`config.mk`:
```
export PLATFORM = sky130hd
export DESIGN_NAME = h264_access_unit_splitter_core
export DESIGN_NICKNAME = d
export VERILOG_FILES = /design/src/sv/h264aus_pkg.sv /design/src/sv/h264aus_parse.sv /design/src/sv/h264aus_outq.sv /design/src/sv/h264_access_unit_splitter_core.sv
export SDC_FILE = /design/constraint.sdc
export NUM_CORES = 1
export LEC_CHECK = 0
export BUFFER_PORTS_ARGS = -buffer_cell sky130_fd_sc_hd__buf_4
export CORE_UTILIZATION = 55
export CTS_BUF_LIST = sky130_fd_sc_hd__clkbuf_4 sky130_fd_sc_hd__clkbuf_8
export CTS_CLUSTER_SIZE = 30
export DETAILED_ROUTE_END_ITERATION = 16
export HOLD_SLACK_MARGIN = 0.1
export PLACE_DENSITY = 0.72
export SETUP_SLACK_MARGIN = 0.1
export SYNTH_ARGS = -nofsm -noshare
export SYNTH_HDL_FRONTEND = slang
export SYNTH_SLANG_ARGS = --single-unit
```
`constraint.sdc`:
```
create_clock -name i_clk -period 7.22 [get_ports i_clk]
set_input_delay 0.722 -clock i_clk [delete_from_list [all_inputs] [get_ports i_clk]]
set_output_delay 0.722 -clock i_clk [all_outputs]
set_load 0.02 [all_outputs]
```
`src/sv/h264aus_pkg.sv`:
```
// Package for the H.264 access unit splitter: NAL type codes, queue sizing,
// and the result record and push bundle shared by the parser and the queue.
// No dependencies.
package h264aus_pkg;

    localparam int POS_BITS_DEF = 32;
    localparam int OUT_BITS     = 32;

    localparam logic [4:0] NAL_TYPE_MASK = 5'h1F;
    localparam int         FIRST_MB_BIT  = 7;

    localparam logic [4:0] NAL_SLICE = 5'd1;
    localparam logic [4:0] NAL_IDR   = 5'd5;
    localparam logic [4:0] NAL_SEI   = 5'd6;
    localparam logic [4:0] NAL_SPS   = 5'd7;
    localparam logic [4:0] NAL_PPS   = 5'd8;
    localparam logic [4:0] NAL_AUD   = 5'd9;

    localparam int QDEPTH = 4;
    localparam int QPTR   = $clog2(QDEPTH);
    localparam int QCNT   = $clog2(QDEPTH + 1);

    typedef struct packed {
        logic [OUT_BITS-1:0] offset;
        logic [OUT_BITS-1:0] length;
        logic                key;
        logic                last;
    } t_rec;

    // Results of one byte: cnt records, the earlier one always in rec0.
    typedef struct packed {
        logic [1:0] cnt;
        t_rec       rec0;
        t_rec       rec1;
    } t_push;

endpackage

```
`src/sv/h264aus_parse.sv`:
```
// Start code scanner and frame boundary tracker of the access unit splitter.
// Produces up to two frame records per accepted byte. Depends on h264aus_pkg.
module h264aus_parse
    import h264aus_pkg::*;
#(
    parameter int POSITION_BITS = POS_BITS_DEF
) (
    input  logic        i_clk,
    input  logic        i_rst_n,
    input  logic        i_accept,
    input  logic [7:0]  i_data_byte,
    input  logic        i_eos,
    output t_push       o_push
);

    typedef enum logic [1:0] {
        PH_SCAN,
        PH_HEADER,
        PH_SLICE_BYTE
    } t_phase;

    localparam int EXT_BITS = POSITION_BITS + OUT_BITS;

    t_phase                   r_phase, n_phase;
    logic [1:0]               r_zero_run, n_zero_run;
    logic [4:0]               r_pend_type, n_pend_type;
    logic [POSITION_BITS-1:0] r_code_pos, n_code_pos;
    logic [POSITION_BITS-1:0] r_byte_pos, n_byte_pos;
    logic [POSITION_BITS-1:0] r_frame_start, n_frame_start;
    logic                     r_open, n_open;
    logic                     r_has_slice, n_has_slice;
    logic                     r_has_idr, n_has_idr;

    logic                     take_v;
    logic [4:0]               take_t;
    logic                     take_fm;
    logic                     is_slice, is_delim;
    logic [4:0]               hdr_type;
    logic                     close_v;
    logic [POSITION_BITS-1:0] close_len, eos_len;
    t_rec                     close_rec, eos_rec;

    function automatic logic [OUT_BITS-1:0] to_out(input logic [POSITION_BITS-1:0] v);
        logic [EXT_BITS-1:0] ext;
        ext = {{OUT_BITS{1'b0}}, v};
        return ext[OUT_BITS-1:0];
    endfunction

    assign hdr_type = i_data_byte[4:0] & NAL_TYPE_MASK;
    assign is_slice = (take_t == NAL_SLICE) || (take_t == NAL_IDR);
    assign is_delim = (take_t == NAL_SEI) || (take_t == NAL_SPS) ||
                      (take_t == NAL_PPS) || (take_t == NAL_AUD);

    always_comb begin
        n_phase       = PH_SCAN;
        n_zero_run    = r_zero_run;
        n_pend_type   = r_pend_type;
        n_code_pos    = r_code_pos;
        n_byte_pos    = r_byte_pos;
        n_frame_start = r_frame_start;
        n_open        = r_open;
        n_has_slice   = r_has_slice;
        n_has_idr     = r_has_idr;
        take_v        = 1'b0;
        take_t        = hdr_type;
        take_fm       = 1'b0;
        close_v       = 1'b0;

        unique case (r_phase)
            PH_HEADER: begin
                if (hdr_type == NAL_SLICE || hdr_type == NAL_IDR) begin
                    n_pend_type = hdr_type;
                    n_phase     = PH_SLICE_BYTE;
                end else begin
                    take_v = 1'b1;
                end
            end
            PH_SLICE_BYTE: begin
                take_v  = 1'b1;
                take_t  = r_pend_type;
                take_fm = i_data_byte[FIRST_MB_BIT];
            end
            default: n_phase = PH_SCAN;
        endcase

        // A NAL whose type is known opens, closes or joins a frame, or is ignored if it cannot open one.
        if (take_v) begin
            if (!r_open) begin
                if (is_slice || take_t == NAL_SPS || take_t == NAL_PPS) begin
                    n_open        = 1'b1;
                    n_frame_start = r_code_pos;
                    n_has_slice   = is_slice;
                    n_has_idr     = (take_t == NAL_IDR);
                end
            end else if (r_has_slice && (is_delim || (is_slice && take_fm))) begin
                close_v       = 1'b1;
                n_frame_start = r_code_pos;
                n_has_slice   = is_slice;
                n_has_idr     = (take_t == NAL_IDR);
            end else begin
                n_has_slice = r_has_slice | is_slice;
                n_has_idr   = r_has_idr | (take_t == NAL_IDR);
            end
        end

        if (i_data_byte == 8'd1 && r_zero_run == 2'd2) begin
            n_code_pos = r_byte_pos - POSITION_BITS'(2);
            n_phase    = PH_HEADER;
            n_zero_run = 2'd0;
        end else if (i_data_byte == 8'd0) begin
            if (r_zero_run != 2'd2) begin
                n_zero_run = r_zero_run + 2'd1;
            end
        end else begin
            n_zero_run = 2'd0;
        end

        close_len = r_code_pos - r_frame_start;
        eos_len   = r_byte_pos + POSITION_BITS'(1) - n_frame_start;

        close_rec.offset = to_out(r_frame_start);
        close_rec.length = to_out(close_len);
        close_rec.key    = r_has_idr;
        close_rec.last   = 1'b0;

        eos_rec.offset = to_out(n_frame_start);
        eos_rec.length = to_out(eos_len);
        eos_rec.key    = n_has_idr;
        eos_rec.last   = 1'b1;

        o_push.cnt  = 2'd0;
        o_push.rec0 = close_rec;
        o_push.rec1 = eos_rec;
        if (i_accept) begin
            if (close_v && i_eos && n_open) begin
                o_push.cnt = 2'd2;
            end else if (close_v) begin
                o_push.cnt = 2'd1;
            end else if (i_eos && n_open) begin
                o_push.cnt  = 2'd1;
                o_push.rec0 = eos_rec;
            end
        end

        // End of stream returns everything to the reset state.
        if (i_eos) begin
            n_phase       = PH_SCAN;
            n_zero_run    = 2'd0;
            n_pend_type   = '0;
            n_code_pos    = '0;
            n_byte_pos    = '0;
            n_frame_start = '0;
            n_open        = 1'b0;
            n_has_slice   = 1'b0;
            n_has_idr     = 1'b0;
        end else begin
            n_byte_pos = r_byte_pos + POSITION_BITS'(1);
        end
    end

    always_ff @(posedge i_clk) begin
        if (!i_rst_n) begin
            r_phase       <= PH_SCAN;
            r_zero_run    <= 2'd0;
            r_pend_type   <= '0;
            r_code_pos    <= '0;
            r_byte_pos    <= '0;
            r_frame_start <= '0;
            r_open        <= 1'b0;
            r_has_slice   <= 1'b0;
            r_has_idr     <= 1'b0;
        end else if (i_accept) begin
            r_phase       <= n_phase;
            r_zero_run    <= n_zero_run;
            r_pend_type   <= n_pend_type;
            r_code_pos    <= n_code_pos;
            r_byte_pos    <= n_byte_pos;
            r_frame_start <= n_frame_start;
            r_open        <= n_open;
            r_has_slice   <= n_has_slice;
            r_has_idr     <= n_has_idr;
        end
    end

`ifndef SYNTH
    a_eos_restarts: assert property (@(posedge i_clk) disable iff (!i_rst_n)
        (i_accept && i_eos) |=> (r_byte_pos == '0 && !r_open))
        else $error("byte position or frame state survived end of stream");

    a_two_results_order: assert property (@(posedge i_clk) disable iff (!i_rst_n)
        (o_push.cnt == 2'd2) |-> (o_push.rec1.last && !o_push.rec0.last))
        else $error("two results per byte out of order");

    a_idr_in_frame: assert property (@(posedge i_clk) disable iff (!i_rst_n)
        r_has_idr |-> (r_has_slice && r_open))
        else $error("keyframe mark without an open frame holding a slice");
`endif

endmodule

```
`src/sv/h264aus_outq.sv`:
```
// Result queue of the access unit splitter: takes up to two frame records per
// cycle and hands out one per output transaction. Depends on h264aus_pkg.
module h264aus_outq
    import h264aus_pkg::*;
(
    input  logic   i_clk,
    input  logic   i_rst_n,
    input  t_push  i_push,
    output logic   o_room,
    output logic   o_valid,
    input  logic   i_ready,
    output t_rec   o_rec
);

    t_rec             r_mem [QDEPTH];
    logic [QPTR-1:0]  r_wr_ptr, r_rd_ptr;
    logic [QCNT-1:0]  r_count, n_count;
    logic             pop;

    assign o_valid = (r_count != '0);
    assign o_room  = (r_count <= QCNT'(QDEPTH - 2));
    assign pop     = o_valid && i_ready;
    assign o_rec   = r_mem[r_rd_ptr];
    assign n_count = r_count + QCNT'(i_push.cnt) - QCNT'(pop);

    always_ff @(posedge i_clk) begin
        if (i_push.cnt != 2'd0) begin
            r_mem[r_wr_ptr] <= i_push.rec0;
        end
        if (i_push.cnt == 2'd2) begin
            r_mem[r_wr_ptr + QPTR'(1)] <= i_push.rec1;
        end
    end

    always_ff @(posedge i_clk) begin
        if (!i_rst_n) begin
            r_wr_ptr <= '0;
            r_rd_ptr <= '0;
            r_count  <= '0;
        end else begin
            r_wr_ptr <= r_wr_ptr + QPTR'(i_push.cnt);
            if (pop) begin
                r_rd_ptr <= r_rd_ptr + QPTR'(1);
            end
            r_count <= n_count;
        end
    end

`ifndef SYNTH
    a_no_overflow: assert property (@(posedge i_clk) disable iff (!i_rst_n)
        r_count <= QCNT'(QDEPTH))
        else $error("result queue overflow");

    a_push_needs_room: assert property (@(posedge i_clk) disable iff (!i_rst_n)
        (i_push.cnt != 2'd0) |-> o_room)
        else $error("records pushed while the queue lacked room");

    a_pop_drains: assert property (@(posedge i_clk) disable iff (!i_rst_n)
        (pop && i_push.cnt == 2'd0) |=> (r_count == $past(r_count) - QCNT'(1)))
        else $error("queue count did not drop on a lone pop");
`endif

endmodule

```
`src/sv/h264_access_unit_splitter_core.sv`:
```
// A frame record enters the result queue when its closing byte is accepted and leaves it on the master side.
// Throughput: one byte per cycle while the queue has room; a byte ending the stream may close
// two frames; their records leave one by one from a four-entry queue that stalls input at three.
// Reset (synchronous, active low) clears the scanner, frame state and queue.
// Top level of the access unit splitter; depends on h264aus_pkg, h264aus_parse, h264aus_outq.
module h264_access_unit_splitter_core
    import h264aus_pkg::*;
#(
    parameter int POSITION_BITS = POS_BITS_DEF
) (
    input  logic        i_clk,
    input  logic        i_rst_n,
    input  logic        s_axis_tvalid,
    output logic        s_axis_tready,
    input  logic [7:0]  s_axis_tdata,   // [7:0] data_byte
    input  logic        s_axis_tlast,   // end_of_stream
    output logic        m_axis_tvalid,
    input  logic        m_axis_tready,
    output logic [63:0] m_axis_tdata,   // [31:0] frame_offset, [63:32] frame_length
    output logic        m_axis_tuser,   // [0] keyframe_flag
    output logic        m_axis_tlast    // last_frame
);

    logic  accept;
    logic  room;
    t_push push;
    t_rec  head;

    assign s_axis_tready = room;
    assign accept        = s_axis_tvalid && room;

    h264aus_parse #(
        .POSITION_BITS(POSITION_BITS)
    ) u_parse (
        .i_clk       (i_clk),
        .i_rst_n     (i_rst_n),
        .i_accept    (accept),
        .i_data_byte (s_axis_tdata),
        .i_eos       (s_axis_tlast),
        .o_push      (push)
    );

    h264aus_outq u_outq (
        .i_clk   (i_clk),
        .i_rst_n (i_rst_n),
        .i_push  (push),
        .o_room  (room),
        .o_valid (m_axis_tvalid),
        .i_ready (m_axis_tready),
        .o_rec   (head)
    );

    assign m_axis_tdata = {head.length, head.offset};
    assign m_axis_tuser = head.key;
    assign m_axis_tlast = head.last;

endmodule
```
After elaboration in Yosys (flattened, before gate mapping)
Memories as Yosys holds them, arrays and structs flattened. A register that Yosys moved wholly into a read port is not among the register bits.
Index checks and enable logic that the tools add are counted.
{"block": "word_totals", "register_bits": 115, "latchBits": 0, "ramBits": 264, "romBits": 0, "output_inout_bits": 68, "mem_count": 1}
{"block": "classes", "addsub": 10, "multipliers": 0, "div": 0, "magnitude_cmp": 1, "eq_ne": 15, "shifts": 0, "mux": 52, "bitwise": 2, "reduce_logical": 28}
{"memory": "u_outq.r_mem", "words": 4, "width": 66, "read_ports": 1, "rd_ports_with_merged_regs": 1, "write_ports": 2, "line": "h264aus_outq.sv:15", "text": "t_rec r_mem [QDEPTH];"}
{"op": "$mux 32", "n": 8}
{"op": "$mux 66", "n": 2}
{"op": "$mux 68", "n": 1}
{"op": "$mux 67", "n": 1}
{"op": "$sub 32x32->32", "n": 2}
{"op": "$add 32x1->32 const B", "n": 1}
{"op": "$sub 32x2->32 const B", "n": 1}
{"op": "$mux 2", "n": 12}
{"op": "$mux 1", "n": 23}
{"op": "$eq 5x3->1 const B", "n": 4}
{"op": "$mux 5", "n": 4}
{"op": "$eq 5x1->1 const B", "n": 2}
{"op": "$eq 5x4->1 const B", "n": 2}
{"op": "$reduce_bool 2->1", "n": 5}
{"op": "$eq 8x1->1 const B", "n": 1}
{"op": "$logic_and 1x1->1", "n": 8}
{"op": "$logic_not 8->1", "n": 1}
{"op": "$logic_or 1x1->1", "n": 8}
{"op": "$add 2x1->2 const B", "n": 3}
{"op": "$eq 2x2->1 const B", "n": 3}
{"op": "$reduce_and 3->1", "n": 2}
{"op": "$reduce_bool 3->1", "n": 2}
{"op": "$ne 4x3->1 const B", "n": 1}
{"op": "$reduce_and 2->1", "n": 2}
{"op": "other kinds (8)", "n": 9}

Depth between registers and ports, before layout
Gate-level depths: netlist of run 1.
{"block": "logic_depth", "depth_word": 19, "depth_mapped": 22, "depth_no_buf": 19}

Cells and area by module
From an unflattened synthesis of run 1, not the netlist that was laid out.
{"block": "unflattened", "hier_cells": 2049, "hier_area_um2": 23333.6}
{"mod": "h264aus_outq", "n_inst": 1, "cells_each": 685, "area_each_um2": 13217.7, "seq_area_each_um2": 8107.8}
{"mod": "h264aus_parse", "n_inst": 1, "cells_each": 1363, "area_each_um2": 10109.7, "seq_area_each_um2": 2162.1}
{"mod": "h264_access_unit_splitter_core", "n_inst": 1, "cells_each": 1, "area_each_um2": 6.3, "seq_area_each_um2": 0.0}

Worst setup path after synthesis of run 1
OpenSTA, ideal clock, no wires.
{"block": "synth_timing", "path_type": "input to register", "start": "in s_axis_tdata[1]", "end": "mem u_outq.r_mem[0][28] in the netlist's numbering (data pin)", "setup_time_ps": 268, "t_arrival_ps": 5237, "required_time_ps": 6952, "slack_ps": 1716, "path_stages": 19, "n_path_buf": 2, "cell_sequence": "or4b_4 -> a21oi_2 -> nor4_1 -> buf_2 -> nor2_4 -> buf_4 -> mux2i_1 -> inv_1 -> ha_1 -> fa_1 -> nor2b_1 -> o2111ai_1 -> a31oi_1 -> nor4_1 -> or3_1 -> o2111a_1 -> a311oi_1 -> o21bai_1 -> o21ai_0"}
{"item": "start, declared", "line": "h264_access_unit_splitter_core.sv:15", "text": "input logic [7:0] s_axis_tdata,"}
{"item": "end, declared", "line": "h264aus_outq.sv:15"}

==> metrics.md, run 1 <==
| Metric | Value |
|---|---|
| Clk root buf | clkbuf_8 |
| Crit path DAT | 6.48 ns |
| Min-delay src | s_axis_tdata[2] |
| TNS Setup | 0 ns |
| Area leader, netlist | edfxtp_1 |
| Number of enable flip-flop cells after synthesis | between 200 and 300 |
| CP Class | register to register |
| Cells after Synth | roughly 2.1k |
| Area contributors post-synth | edfxtp_1 (35%), dfxtp_1 (11%), o22ai_1 (7.4%) |
| Starting DRT DRC Count | 1,950 |
| # resized after CTS | 0 |
| Avg Inst Size Synth | approximately 11 um^2 |
| DRC viols | 0 |
| Max Clock Skew | 0.0344 ns |
| Min cycle time layout | 6.15 ns |
| DRT Pass-1 Iters | 6 |
| Endpoints failing setup | 0 |
| Clock sinks | 381 |
| Worst-path fanout max | 19 |
| Gpl congestion | 0.967 |
| Non-Filler Instances | 2,690 |
| Seq cells post-synth | 381 |
| Share of cells above drive strength 1 | approximately 17% |
| Die H | 202 um |
| Die span in x | 202 um |
| Max VDD drop | 0.000253 V |
| YS warnings | 0 |
| Core Box Area | 39,100 um^2 |
| I/O Buffers | 80 |
| Syn-to-layout area delta | 10.6% |
| Leakage dissipation | roughly 8 nW |
| Prevailing post-synth register cell | edfxtp_1 |
| Vias/cell | 6.73 |
| Full die area | 40,800 um^2 |
| Post-route total power | 0.00495 W |
| Top cell type's share of synthesized area | 35.5% |
| Worst R2R Start | u_parse.r_phase[0] |
| Tightest Pin Transition | 1.27 ns |
| CP Launch Point | u_parse.r_phase[0] |
| Fmax | 163 MHz |
| Clock buffer count from CTS | 66 |
| Pin count of the biggest net entering global routing | about 120 |
| Maxcap violations | 0 |
| Initial antenna violation count | 1 |
| Sequential share of the synthesized area | a little under half |
| Fin. Hold Viols | 0 |
| Worst-path clk slew | 0.06 ns |
| Syn nets | approximately 2.2k |
| Final worst path period share | a little under nine tenths |
| Rows | 72 |
| Max clock buf depth | 3 |
| Post-Syn Area | 22,000 um^2 |
| H-tree lvl count | 3 |
| Pwr Density | a little over 200 nW/um^2 |
| Slew Limit Fails | 0 |
| Slew HR | 12.9% |
| Worst-Skew Late Latency | 0.63 ns |
| CTS tree | yes |
| Status | complete, no violations |
| First-pass GRT wire length | roughly 100 mm |
| Inst Count DP | 2,570 |
| Post-CTS setup repair buffer count | 0 |
| Hold buffers post-CTS | 0 |
| RSZ-0062 raised after global routing | no |
| Startpoint types | register |
| Gr usage total | between 30% and 40% |
| Routed wire per std cell | roughly 26 um |
| Final #Nets | ~2.2k |
| # IOs | 81 |
| Worst path required time | 7.55 ns |
| Starting density of the core | between 50% and 60% |
| Via count | 18.1k |
| ANT nets after route | 0 |
| Hold WC Path Type | input pin to register |
| Ys async rst share | 0% |
| HPWL after DPL | 45.2 mm |
| Vias in the first global route | roughly 17k |
| Routed WL | 68.7 mm |
| Setup crit end kind | register |
| Cell variety after synth | between 80 and 90 |
| Total gr overflow | 0 |
==> registers in the layout, indices dropped and copies added, names as in the netlist, named ones only <==
| register | cells |
|---|---|
| u_outq.r_count | 3 |
| u_outq.r_mem | 264 |
| u_outq.r_rd_ptr | 2 |
| u_outq.r_wr_ptr | 2 |
| u_parse.r_byte_pos | 32 |
| u_parse.r_code_pos | 32 |
| u_parse.r_frame_start | 32 |
| u_parse.r_has_idr | 1 |
| u_parse.r_has_slice | 1 |
| u_parse.r_open | 1 |
| u_parse.r_pend_type | 5 |
| u_parse.r_phase | 2 |
| u_parse.r_zero_run | 2 |
==> cell type report <==
cell class / count / area (um^2)
Tap cell: 518 / 648
Sequential cell: 381 / 10200
Multi-Input combinational cell: 1480 / 10900
Fill cell: 3158 / 14800
Clock buffer: 98 / 1210
Antenna cell: 1 / 2.50
Clock inverter: 21 / 179
Inverter: 73 / 274
Timing Repair Buffer: 118 / 898
==> layout by cell type (no fill, tap or decap), types with 12 or more instances in the layout <==
| cell | count |
|---|---|
| nor4_1 | 13 |
| xnor2_1 | 54 |
| o21ai_0 | 72 |
| nand3_1 | 37 |
| a21boi_0 | 15 |
| a21o_1 | 32 |
| and3_1 | 21 |
| inv_1 | 73 |
| buf_4 | 117 |
| dfxtp_1 | 119 |
| o21bai_1 | 12 |
| mux4_2 | 66 |
| nor2_1 | 120 |
| nand2b_1 | 12 |
| nand4_1 | 16 |
| xor2_1 | 57 |
| and2_1 | 55 |
| o22ai_1 | 260 |
| nor2b_1 | 63 |
| mux2i_1 | 20 |
| clkbuf_4 | 22 |
| or3_1 | 12 |
| edfxtp_1 | 260 |
| nand2_1 | 119 |
| nor3_1 | 26 |
| a22oi_1 | 45 |
| clkbuf_8 | 76 |
| a21oi_1 | 101 |
| mux2i_2 | 16 |
| ha_1 | 73 |
==> critical path: stages (launching register included) <==
cell and delay [ns]:
dfxtp_1 0.32, inv_1 0.06, ha_1 0.48, mux2_2 0.41, a211oi_1 0.38, nor4_2 0.13, nor2_4 0.18, buf_4 0.40
buf_4 0.48, mux2i_2 0.45, ha_1 0.43, nand4_1 0.19, nor2_1 0.08, a31o_2 0.24, a31oi_1 0.26, a21oi_1 0.21
a21boi_0 0.47, o21ai_0 0.24, xnor2_1 0.32, o22ai_1 0.13
==> path summary, 6_finish.rpt <==
path | to | slack (ns) | cells past startpoint
worst max-delay path | u_outq.r_mem[0][29] | 1.07 | 19
worst min-delay path | u_parse.r_pend_type[2] | 0.43 | 3
worst max register to register | u_outq.r_mem[0][29] | 1.07 | 19
worst min register to register | u_outq.r_mem[1][0] | 0.48 | 2
==> metrics by stage <==
| stage | util [%] | hold slack [ns] | area [um^2] | worst slack, ns |
|---|---|---|---|---|
| after global routing | 62.3 | 0.436 | 24300 | 0.783 |
| after floorplan | - | 0.435 | 22000 | 1.72 |
| after global placement | 58.7 | 0.446 | 23000 | 1.29 |
| after CTS | 62.3 | 0.393 | 24300 | 1.17 |
| after detailed placement | 58.7 | 0.458 | 23000 | 1.12 |
| final | 62.3 | 0.431 | 24300 | 1.07 |
==> cells by family (layout without fill, tap and decap cells) <==
| group | Yosys count | after routing | share of synthesized area (%) |
|---|---|---|---|
| and+or+nand+nor | 546 | 546 | 12.7 |
| xor gates and xnor gates | 111 | 111 | 4.42 |
| DFF | 381 | 381 | 46.5 |
| adders and majority gates | 76 | 76 | 4.42 |
| muxes | 106 | 106 | 8.87 |
| AOI/OAI and AO/OA | 641 | 641 | 18.7 |
| buffers and inverters | 220 | 310 | 4.35 |
| other | 0 | 1 | 0 |
==> cells in the mapped netlist (63+ instances only) <==
cell type	count
nor2_1	120
inv_1	73
mux4_2	66
a21oi_1	101
o22ai_1	260
dfxtp_1	121
o21ai_0	72
nand2_1	124
clkbuf_1	102
nor2b_1	63
ha_1	73
edfxtp_1	260
==> per-layer routing <==
| layer | track usage [%] | routed length (um) | part of all wire [%] |
|---|---|---|---|
| met4 | 11.7 | 1890 | 2.7 |
| met1 | 45.5 | 27200 | 40 |
| met5 | 0 | 0 | 0 |
| met3 | 11.2 | 9780 | 14 |
| met2 | 49.2 | 29800 | 43 |
==> power breakdown <==
part | switching (W) | internal [W] | total [W]
clock network | 0.000891 | 0.00118 | 0.00207
logic | 0.000285 | 0.000199 | 0.000485
registers | 0.0000726 | 0.00232 | 0.00239
No activity file was read; power rests on OpenSTA's default activity.
==> run 2, diff against run 1 <==
--- a/config.mk
+++ b/config.mk
@@ -8,10 +8,11 @@
 export BUFFER_PORTS_ARGS = -buffer_cell sky130_fd_sc_hd__buf_4
 export CORE_UTILIZATION = 55
 export CTS_BUF_LIST = sky130_fd_sc_hd__clkbuf_4 sky130_fd_sc_hd__clkbuf_8
+export CTS_CLUSTER_DIAMETER = 120
 export CTS_CLUSTER_SIZE = 30
 export DETAILED_ROUTE_END_ITERATION = 16
 export HOLD_SLACK_MARGIN = 0.1
-export PLACE_DENSITY = 0.72
+export PLACE_DENSITY = 0.77
 export SETUP_SLACK_MARGIN = 0.1
 export SYNTH_ARGS = -nofsm -noshare
 export SYNTH_HDL_FRONTEND = slang
==> constraint.sdc (replaced) <==
create_clock -name i_clk -period 6.1 [get_ports i_clk]
set_input_delay 0.61 -clock i_clk [delete_from_list [all_inputs] [get_ports i_clk]]
set_output_delay 0.61 -clock i_clk [all_outputs]
set_load 0.02 [all_outputs]
==> run 2 against run 1 <==
  * Critical path depth shrank 2
  * Final area shrank 3.9%
  * Critical endpoint is now u_outq.r_mem[0][28]
  * Clock-buffer cell count decreased by 71
  * Largest cell class unchanged
  * Global-route usage shrank 0.87 points
  * Highest routed layer unchanged
  * Via count down 1.1%
  * Largest power group unchanged
  * Critical path type unchanged
==> metrics.md, run 2 (same netlist as run 1, synthesis figures left out) <==
| Metric | Value |
|---|---|
| Max clock buf depth | 3 (unchanged) |
| Hold buffers post-CTS | 0 (unchanged) |
| DRT Pass-1 Iters | 8 (+2) |
| Routed wire per std cell | 25.7 um (+0.46%) |
| H-tree lvl count | 1 (-2) |
| Final #Nets | 2,173 (-1.6%) |
| FF-to-FF End | u_outq.r_mem[0][28] |
| # IOs | 81 (unchanged) |
| Starting DRT DRC Count | 2,525 (+29%) |
| Antenna diode instance count | 0 (-1) |
| Max FFs per register | 264 (unchanged) |
| Min-delay src | s_axis_tdata[2] |
| Setup crit end kind | register |
| Core Box Area | 39,100 um^2 (unchanged) |
| CP Class | register to register |
| Path length in cells of the critical path | 17 (-2) |
| Hold WC Path Type | input pin to register |
| Status | complete, no violations |
| Pwr Density | 194 nW/um^2 (-4.5%) |
| Syn-to-layout area delta | 6.31% |
| Post-route total power | 0.00454 W (-8.3%) |
| Final Cell Area | 23,400 um^2 (-3.9%) |
| Min cycle time layout | 5.65 ns (-0.500 ns) |
| Total gr overflow | 0 (unchanged) |
| Worst path required time | 6.47 ns (-1.08 ns) |
| Crit-path cells | inv_1 > ha_1 > mux2_2 > a211oi_1 > nor4_2 > nor2_4 > buf_4 > mux2i_2 > ha_1 > a21o_1 > a21o_1 > nor4_1 > or3_1 > o21ai_0 > a311oi_1 > o21bai_1 > o21ai_0 |
| I/O Buffers | 80 (unchanged) |
| Gpl congestion | 0.993 (+2.7%) |
| Pin count of the biggest net entering global routing | 116 (unchanged) |
| Final worst path period share | 92.6% (+7.4 points) |
| Vias/cell | 6.85 (+1.8%) |
| Max Clock Skew | 0.0548 ns (+0.0204 ns) |
| Clock buffer count from CTS | 16 (-76%) |
| Leakage dissipation | 7.28 nW (-6.3%) |
| Worst R2R Start | u_parse.r_phase[0] |
| Tightest Pin Transition | 1.32 ns (+0.0420 ns) |
| Max VDD drop | 0.000318 V (+26%) |
| Share of cells above drive strength 1 | 13.9% (-2.7 points) |
| First-pass GRT wire length | 101 mm (-1.6%) |
| Clock sinks | 381 (unchanged) |
| Worst-path clk slew | 0.20 ns (+0.14 ns) |
| Fill cells | 3,306 (+4.7%) |
| WP buf/inv | 2 (-1) |
| CP max-delay cell | a311oi_1 |
| Routed WL | 67.0 mm (-2.4%) |
| Clk root buf | clkbuf_8 |
| Starting density of the core | 56.3% (unchanged) |
| Cells on worst reg2reg path | 17 (-2) |
| DRC viols | 0 (unchanged) |
| CTS tree | yes |
| Fin. Hold Viols | 0 (unchanged) |
| Slew Limit Fails | 0 (unchanged) |
| Maxcap violations | 0 (unchanged) |
| Full die area | 40,800 um^2 (unchanged) |
| Rows | 72 (unchanged) |
| ANT nets after route | 0 (unchanged) |
| Worst-path fanout max | 13 (-6) |
| RSZ-0062 raised after global routing | no |
| Gr usage total | 32.4% (-0.87 points) |
| Worst reg-to-reg setup slack | 0.45 ns (-0.62 ns) |
| Biggest register | u_outq.r_mem |
| DP Area | 23,100 um^2 (+0.52%) |
| Highest-count cells in the layout ignoring fill and taps | o22ai_1 (260), edfxtp_1 (260), buf_4 (129), nor2_1 (120) |
| Startpoint types | register |
| Worst-Skew Late Latency | 0.64 ns (about the same) |
| TNS Setup | 0 ns (unchanged) |
| CP Launch Point | u_parse.r_phase[0] |
| Endpoints failing setup | 0 (unchanged) |
| Hold path depth | 3 (unchanged) |
| Vias in the first global route | 16.9k (-2.3%) |
| Crit path DAT | 6.02 ns (-0.46 ns) |
| HPWL after DPL | 45.4 mm (+0.30%) |
| Via count | 17.9k (-1.1%) |
| Slew HR | 12.0% (-0.87 points) |
| Crit-path max cell delay | 0.61 ns (+0.13 ns) |
| Fmax | 177 MHz (+8.9%) |
| Die span in x | 202 um (unchanged) |
| Crit-path leading delay family | compound AO/OA/AOI/OAI gates |
| Initial antenna violation count | 0 (-1) |
| Die H | 202 um (unchanged) |
| Hold EP | u_parse.r_pend_type[2] |
run 2: report_power, final:
part	leakage, nW	total, W	switching, W	internal, W
Combinational	4.34	0.000588	0.000349	0.000239
Clock	0.174	0.00112	0.000788	0.000329
Sequential	2.77	0.00284	0.0000928	0.00274
Total	7.28	0.00454	0.00123	0.00331
run 2: tightest hold or removal path, delay by kind of cell:
family	cells	cell delay, ns
buf+inv	1	0.10
compound gates	1	0.09
simple gates	1	0.10
run 2: per-layer routing:
layer / share of wire, % / GRT usage, %
met1: 41 / 47.7
met5: 0 / 0
met3: 13 / 6.03
met4: 2.3 / 9.01
met2: 44 / 48.8
run 2: worst max-delay path by stage:
| stage | end |
|---|---|
| final | u_outq.r_mem[0][28] |
| after global routing | u_outq.r_mem[0][28] |
| after CTS | u_outq.r_mem[0][31] |
| after detailed placement | u_outq.r_mem[0][28] |
| after global placement | u_outq.r_mem[0][28] |
| after floorplan | u_outq.r_mem[0][28] |
run 2: repair_timing:
action,in CTS,in global routing
setup buffers,0,0
endpoints found under the hold margin,0,0
setup endpoints to repair,0,8
resized for setup,0,1
run 2: cell type report:
cell class	count	area [um^2]	share of cell area, %
well taps	518	648	2.77
inverters	73	274	1.17
clock inverters	1	11.3	0.0481
multi-input cells	1480	10900	46.5
clock buffers	27	309	1.32
flip-flops and latches	381	10200	43.8
repair buffers	132	1030	4.40
run 2: metrics by stage:
step / utilization, % / hold WS (ns) / setup WS (ns) / cells
6_report: 59.8 / 0.306 / 0.454 / 2612
5_1_grt: 59.8 / 0.319 / 0.118 / 2612
4_1_cts: 59.8 / 0.278 / 0.509 / 2612
3_5_place_dp: 59.0 / 0.492 / 0.508 / 2584
3_3_place_gp: 59.0 / 0.449 / 0.544 / 2584
2_1_floorplan: - / 0.435 / 0.708 / 2081
==> run 3, diff against run 2 <==
--- a/config.mk
+++ b/config.mk
@@ -5,6 +5,7 @@
 export SDC_FILE = /design/constraint.sdc
 export NUM_CORES = 1
 export LEC_CHECK = 0
+export ABC_AREA = 1
 export BUFFER_PORTS_ARGS = -buffer_cell sky130_fd_sc_hd__buf_4
 export CORE_UTILIZATION = 55
 export CTS_BUF_LIST = sky130_fd_sc_hd__clkbuf_4 sky130_fd_sc_hd__clkbuf_8
==> run 3 against run 2 <==
  * Combinational power up 97%
  * Largest power group unchanged
  * Non-clock buffer count decreased by 17
  * Global-route usage is 4.5 points higher
  * Highest routed layer is now met5
  * Setup slack better by 0.20 ns
  * Clock-buffer cell count fell by 2
==> metrics.md, run 3 <==
| Metric | Value |
|---|---|
| Status | complete, no violations |
| Startpoint types | register |
| Vias/cell | 6.35 (-7.2%) |
| Hold path depth | 3 (unchanged) |
| TNS Setup | 0 ns (unchanged) |
| Post-CTS setup repair buffer count | 0 (unchanged) |
| H-tree lvl count | 1 (unchanged) |
| Slew HR | 18.3% (+6.3 points) |
| Syn nets | 3,082 (+42%) |
| # IOs | 81 (unchanged) |
| Cells on worst reg2reg path | 26 (+9) |
| Gpl congestion | 1.03 (+3.8%) |
| Slew Limit Fails | 0 (unchanged) |
| Starting DRT DRC Count | 2,872 (+14%) |
| Core Box Area | 42,000 um^2 (+7.5%) |
| First-pass GRT wire length | 123 mm (+22%) |
| Max VDD drop | 0.000197 V (-38%) |
| Final worst path period share | 89.2% (-3.3 points) |
| Seq cells post-synth | 381 (unchanged) |
| Die H | 209 um (+3.3%) |
| Hold buffers post-CTS | 0 (unchanged) |
| Gr usage total | 36.9% (+4.5 points) |
| Fin util | 58.7% (-1.1 points) |
| Count leader, synth | nand2_1 |
| Worst path required time | 6.42 ns (-0.05 ns) |
| Pin count of the biggest net entering global routing | 99 (-15%) |
| DRC viols | 0 (unchanged) |
| Hold WC Path Type | input pin to register |
| Worst-path fanout max | 30 (+17) |
| Total gr overflow | 0 (unchanged) |
| Comb power frac | 23.0% (+10 points) |
| RSZ-0062 raised after global routing | no |
| Area contributors post-synth | edfxtp_1 (33%), dfxtp_1 (10%), nand2_1 (9.8%) |
| Leakage dissipation | 9.19 nW (+26%) |
| Full die area | 43,600 um^2 (+6.7%) |
| Fmax | 184 MHz (+3.7%) |
| I/O Buffers | 80 (unchanged) |
| Die span in x | 209 um (+3.3%) |
| Syn-to-layout area delta | 4.99% |
| Fin. Hold Viols | 0 (unchanged) |
| Rows | 75 (+4.2%) |
| Inst Count DP | 3,487 (+35%) |
| FF-to-FF End | u_outq.r_mem[1][22] |
| Top cell type's share of synthesized area | 33.2% (-2.3 points) |
| Hold EP | u_parse.r_pend_type[2] |
| Routed WL | 81.9 mm (+22%) |
| Max clock buf depth | 3 (unchanged) |
| Non-Filler Instances | 3,515 (+35%) |
| Post-synth top cells | nand2_1 (614), nor2_1 (347), o21ai_0 (283), edfxtp_1 (260), inv_1 (257) |
| Post-Syn Area | 23,500 um^2 (+6.8%) |
| Cell variety after synth | 50 (-40%) |
| CP Launch Point | u_parse.r_phase[0] |
| Sequential share of the synthesized area | 43.5% (-3.0 points) |
| Vias in the first global route | 21.1k (+25%) |
| Max FFs per register | 264 (unchanged) |
| Switch Pwr | 0.00167 W (+36%) |
| Crit path DAT | 5.76 ns (-0.26 ns) |
| Clock power share | 21.8% (-2.8 points) |
| Int Power | 0.00340 W (+2.5%) |
| Number of enable flip-flop cells after synthesis | 260 (unchanged) |
| Final #Nets | 3,055 (+41%) |
| Clock sinks | 381 (unchanged) |
| Setup crit end kind | register |
| Area leader, netlist | edfxtp_1 |
| Clock buffer count from CTS | 16 (unchanged) |
| HPWL after DPL | 58.1 mm (+28%) |
| Share of cells above drive strength 1 | 7.90% (-6.0 points) |
| Pwr Density | 205 nW/um^2 (+5.8%) |
| Worst reg-to-reg setup slack | 0.66 ns (+0.20 ns) |
| Worst-path clk slew | 0.16 ns (-0.04 ns) |
| # resized after CTS | 0 (unchanged) |
| Endpoints failing setup | 0 (unchanged) |
| Sequential fraction of design power | 55.3% (-7.2 points) |
| WHS | 0.258 ns (-0.0480 ns) |
| Prevailing post-synth register cell | edfxtp_1 |
| CTS tree | yes |
| Cells after Synth | 2,993 (+44%) |
| Initial antenna violation count | 1 (+1) |
| YS warnings | 0 (unchanged) |
| DRT Pass-1 Iters | 7 (-1) |
| Antenna diode instance count | 0 (unchanged) |
| Post-route total power | 0.00507 W (+12%) |
| Switch share | 33.0% (+5.9 points) |
| Worst R2R Start | u_parse.r_phase[0] |
| Highest-count cells in the layout ignoring fill and taps | nand2_1 (607), nor2_1 (347), o21ai_0 (283), edfxtp_1 (260), inv_1 (256) |
| Via count | 22.3k (+25%) |
| CP Class | register to register |
| Clk root buf | clkbuf_8 |
| Min cycle time layout | 5.44 ns (-0.202 ns) |
| Maxcap violations | 0 (unchanged) |
| Ys async rst share | 0% (unchanged) |
| Max Clock Skew | 0.0641 ns (+0.00928 ns) |
| Worst-Skew Late Latency | 0.65 ns (about the same) |
| Routed wire per std cell | 23.3 um (-9.2%) |
| Min-delay src | s_axis_tdata[2] |
| Biggest register | u_outq.r_mem |
| Starting density of the core | 55.9% (-0.39 points) |
| Leading cell type in the layout, fill and taps excluded | nand2_1 |
| Tightest Pin Transition | 1.21 ns (-0.103 ns) |
| ANT nets after route | 0 (unchanged) |
| Avg Inst Size Synth | 7.85 um^2 (-26%) |
==> run 3: cell count changes after synthesis, moves of 21 or more <==
cell | previous run | this run
nand2_1 | 124 | 614
nor2_1 | 120 | 347
nand3_1 | 40 | 158
nor2b_1 | 63 | 0
o22ai_1 | 260 | 236
o21ai_0 | 72 | 283
and2_1 | 56 | 0
xnor2_1 | 54 | 25
a21oi_1 | 101 | 172
inv_1 | 73 | 257
and3_1 | 21 | 0
a22oi_1 | 45 | 1
mux4_2 | 66 | 0
==> run 3: routing by layer <==
metal	GRT usage, %	vias to the layer above	part of all wire, %
li1	-	10300	-
met1	48.4	10400	38
met2	58.4	1390	45
met3	9.65	250	13
met4	14.4	2	4.2
met5	0	-	0.016
==> run 3: cells by family after synthesis <==
kind of cell / count (synthesis) / synth area share, %
AO/OA/AOI/OAI: 798 / 20.0
XOR/XNOR: 80 / 2.98
adder cells (fa/ha/maj): 76 / 4.14
buffers and inverters: 425 / 7.37
flip-flops: 381 / 43.5
AND/OR/NAND/NOR: 1233 / 22.0
==> run 3: power by group through the flow <==
stage                     Clock (W)  Sequential, W  Combinational [W]
after global routing        0.00117        0.00280            0.00124
final                       0.00110        0.00280            0.00116
after CTS                   0.00109        0.00280            0.00115
after global placement            0        0.00285            0.00112
after floorplan                   0        0.00282           0.000731
after detailed placement          0        0.00286            0.00115
==> run 3: area by class of cell <==
class                      count  area, um^2
clock inverter                 3        16.3
fill                        3820       17400
clock buffer                  25         294
sequential                   381       10200
inverter                     265        1000
multi-input combinational   2187       11600
tap                          539         674
timing repair buffer         115         876
==> run 3: worst max path at each step <==
stage | endpoint | cells after the start | slack (ns)
after CTS | u_outq.r_mem[3][23] | 23 | 0.75
after global placement | u_outq.r_mem[3][23] | 23 | 0.76
after global routing | u_outq.r_mem[3][23] | 23 | 0.19
after detailed placement | u_outq.r_mem[3][23] | 23 | 0.81
final | u_outq.r_mem[1][22] | 26 | 0.66
after floorplan | u_outq.r_mem[2][20] | 30 | 1.81
==> run 3: per-stage QoR <==
step | instance area (um^2) | setup slack [ns]
4_1_cts | 24700 | 0.754
3_5_place_dp | 24400 | 0.815
3_3_place_gp | 24400 | 0.757
5_1_grt | 24700 | 0.193
2_1_floorplan | 23500 | 1.81
6_report | 24700 | 0.656
==> run 3: worst max-delay path, cell delays in order, from the launching register on <==
cell and delay, ns:
dfxtp_1 0.36, inv_1 0.06, ha_1 0.33, inv_4 0.10
nand2_1 0.07, nand2_1 0.07, nor2_1 0.20, nand3_1 0.15
nand3_2 0.15, nand3_2 0.12, nand2_4 0.38, nand2_1 0.09
o21ai_1 0.25, inv_1 0.15, ha_1 0.24, fa_1 0.46
nand3b_1 0.18, nand2_1 0.11, a21oi_1 0.16, o21bai_1 0.33
nand2_1 0.15, a21oi_1 0.26, o21ai_0 0.13, nand2_1 0.24
nand2_1 0.15, nand3_1 0.12, o21ai_0 0.12
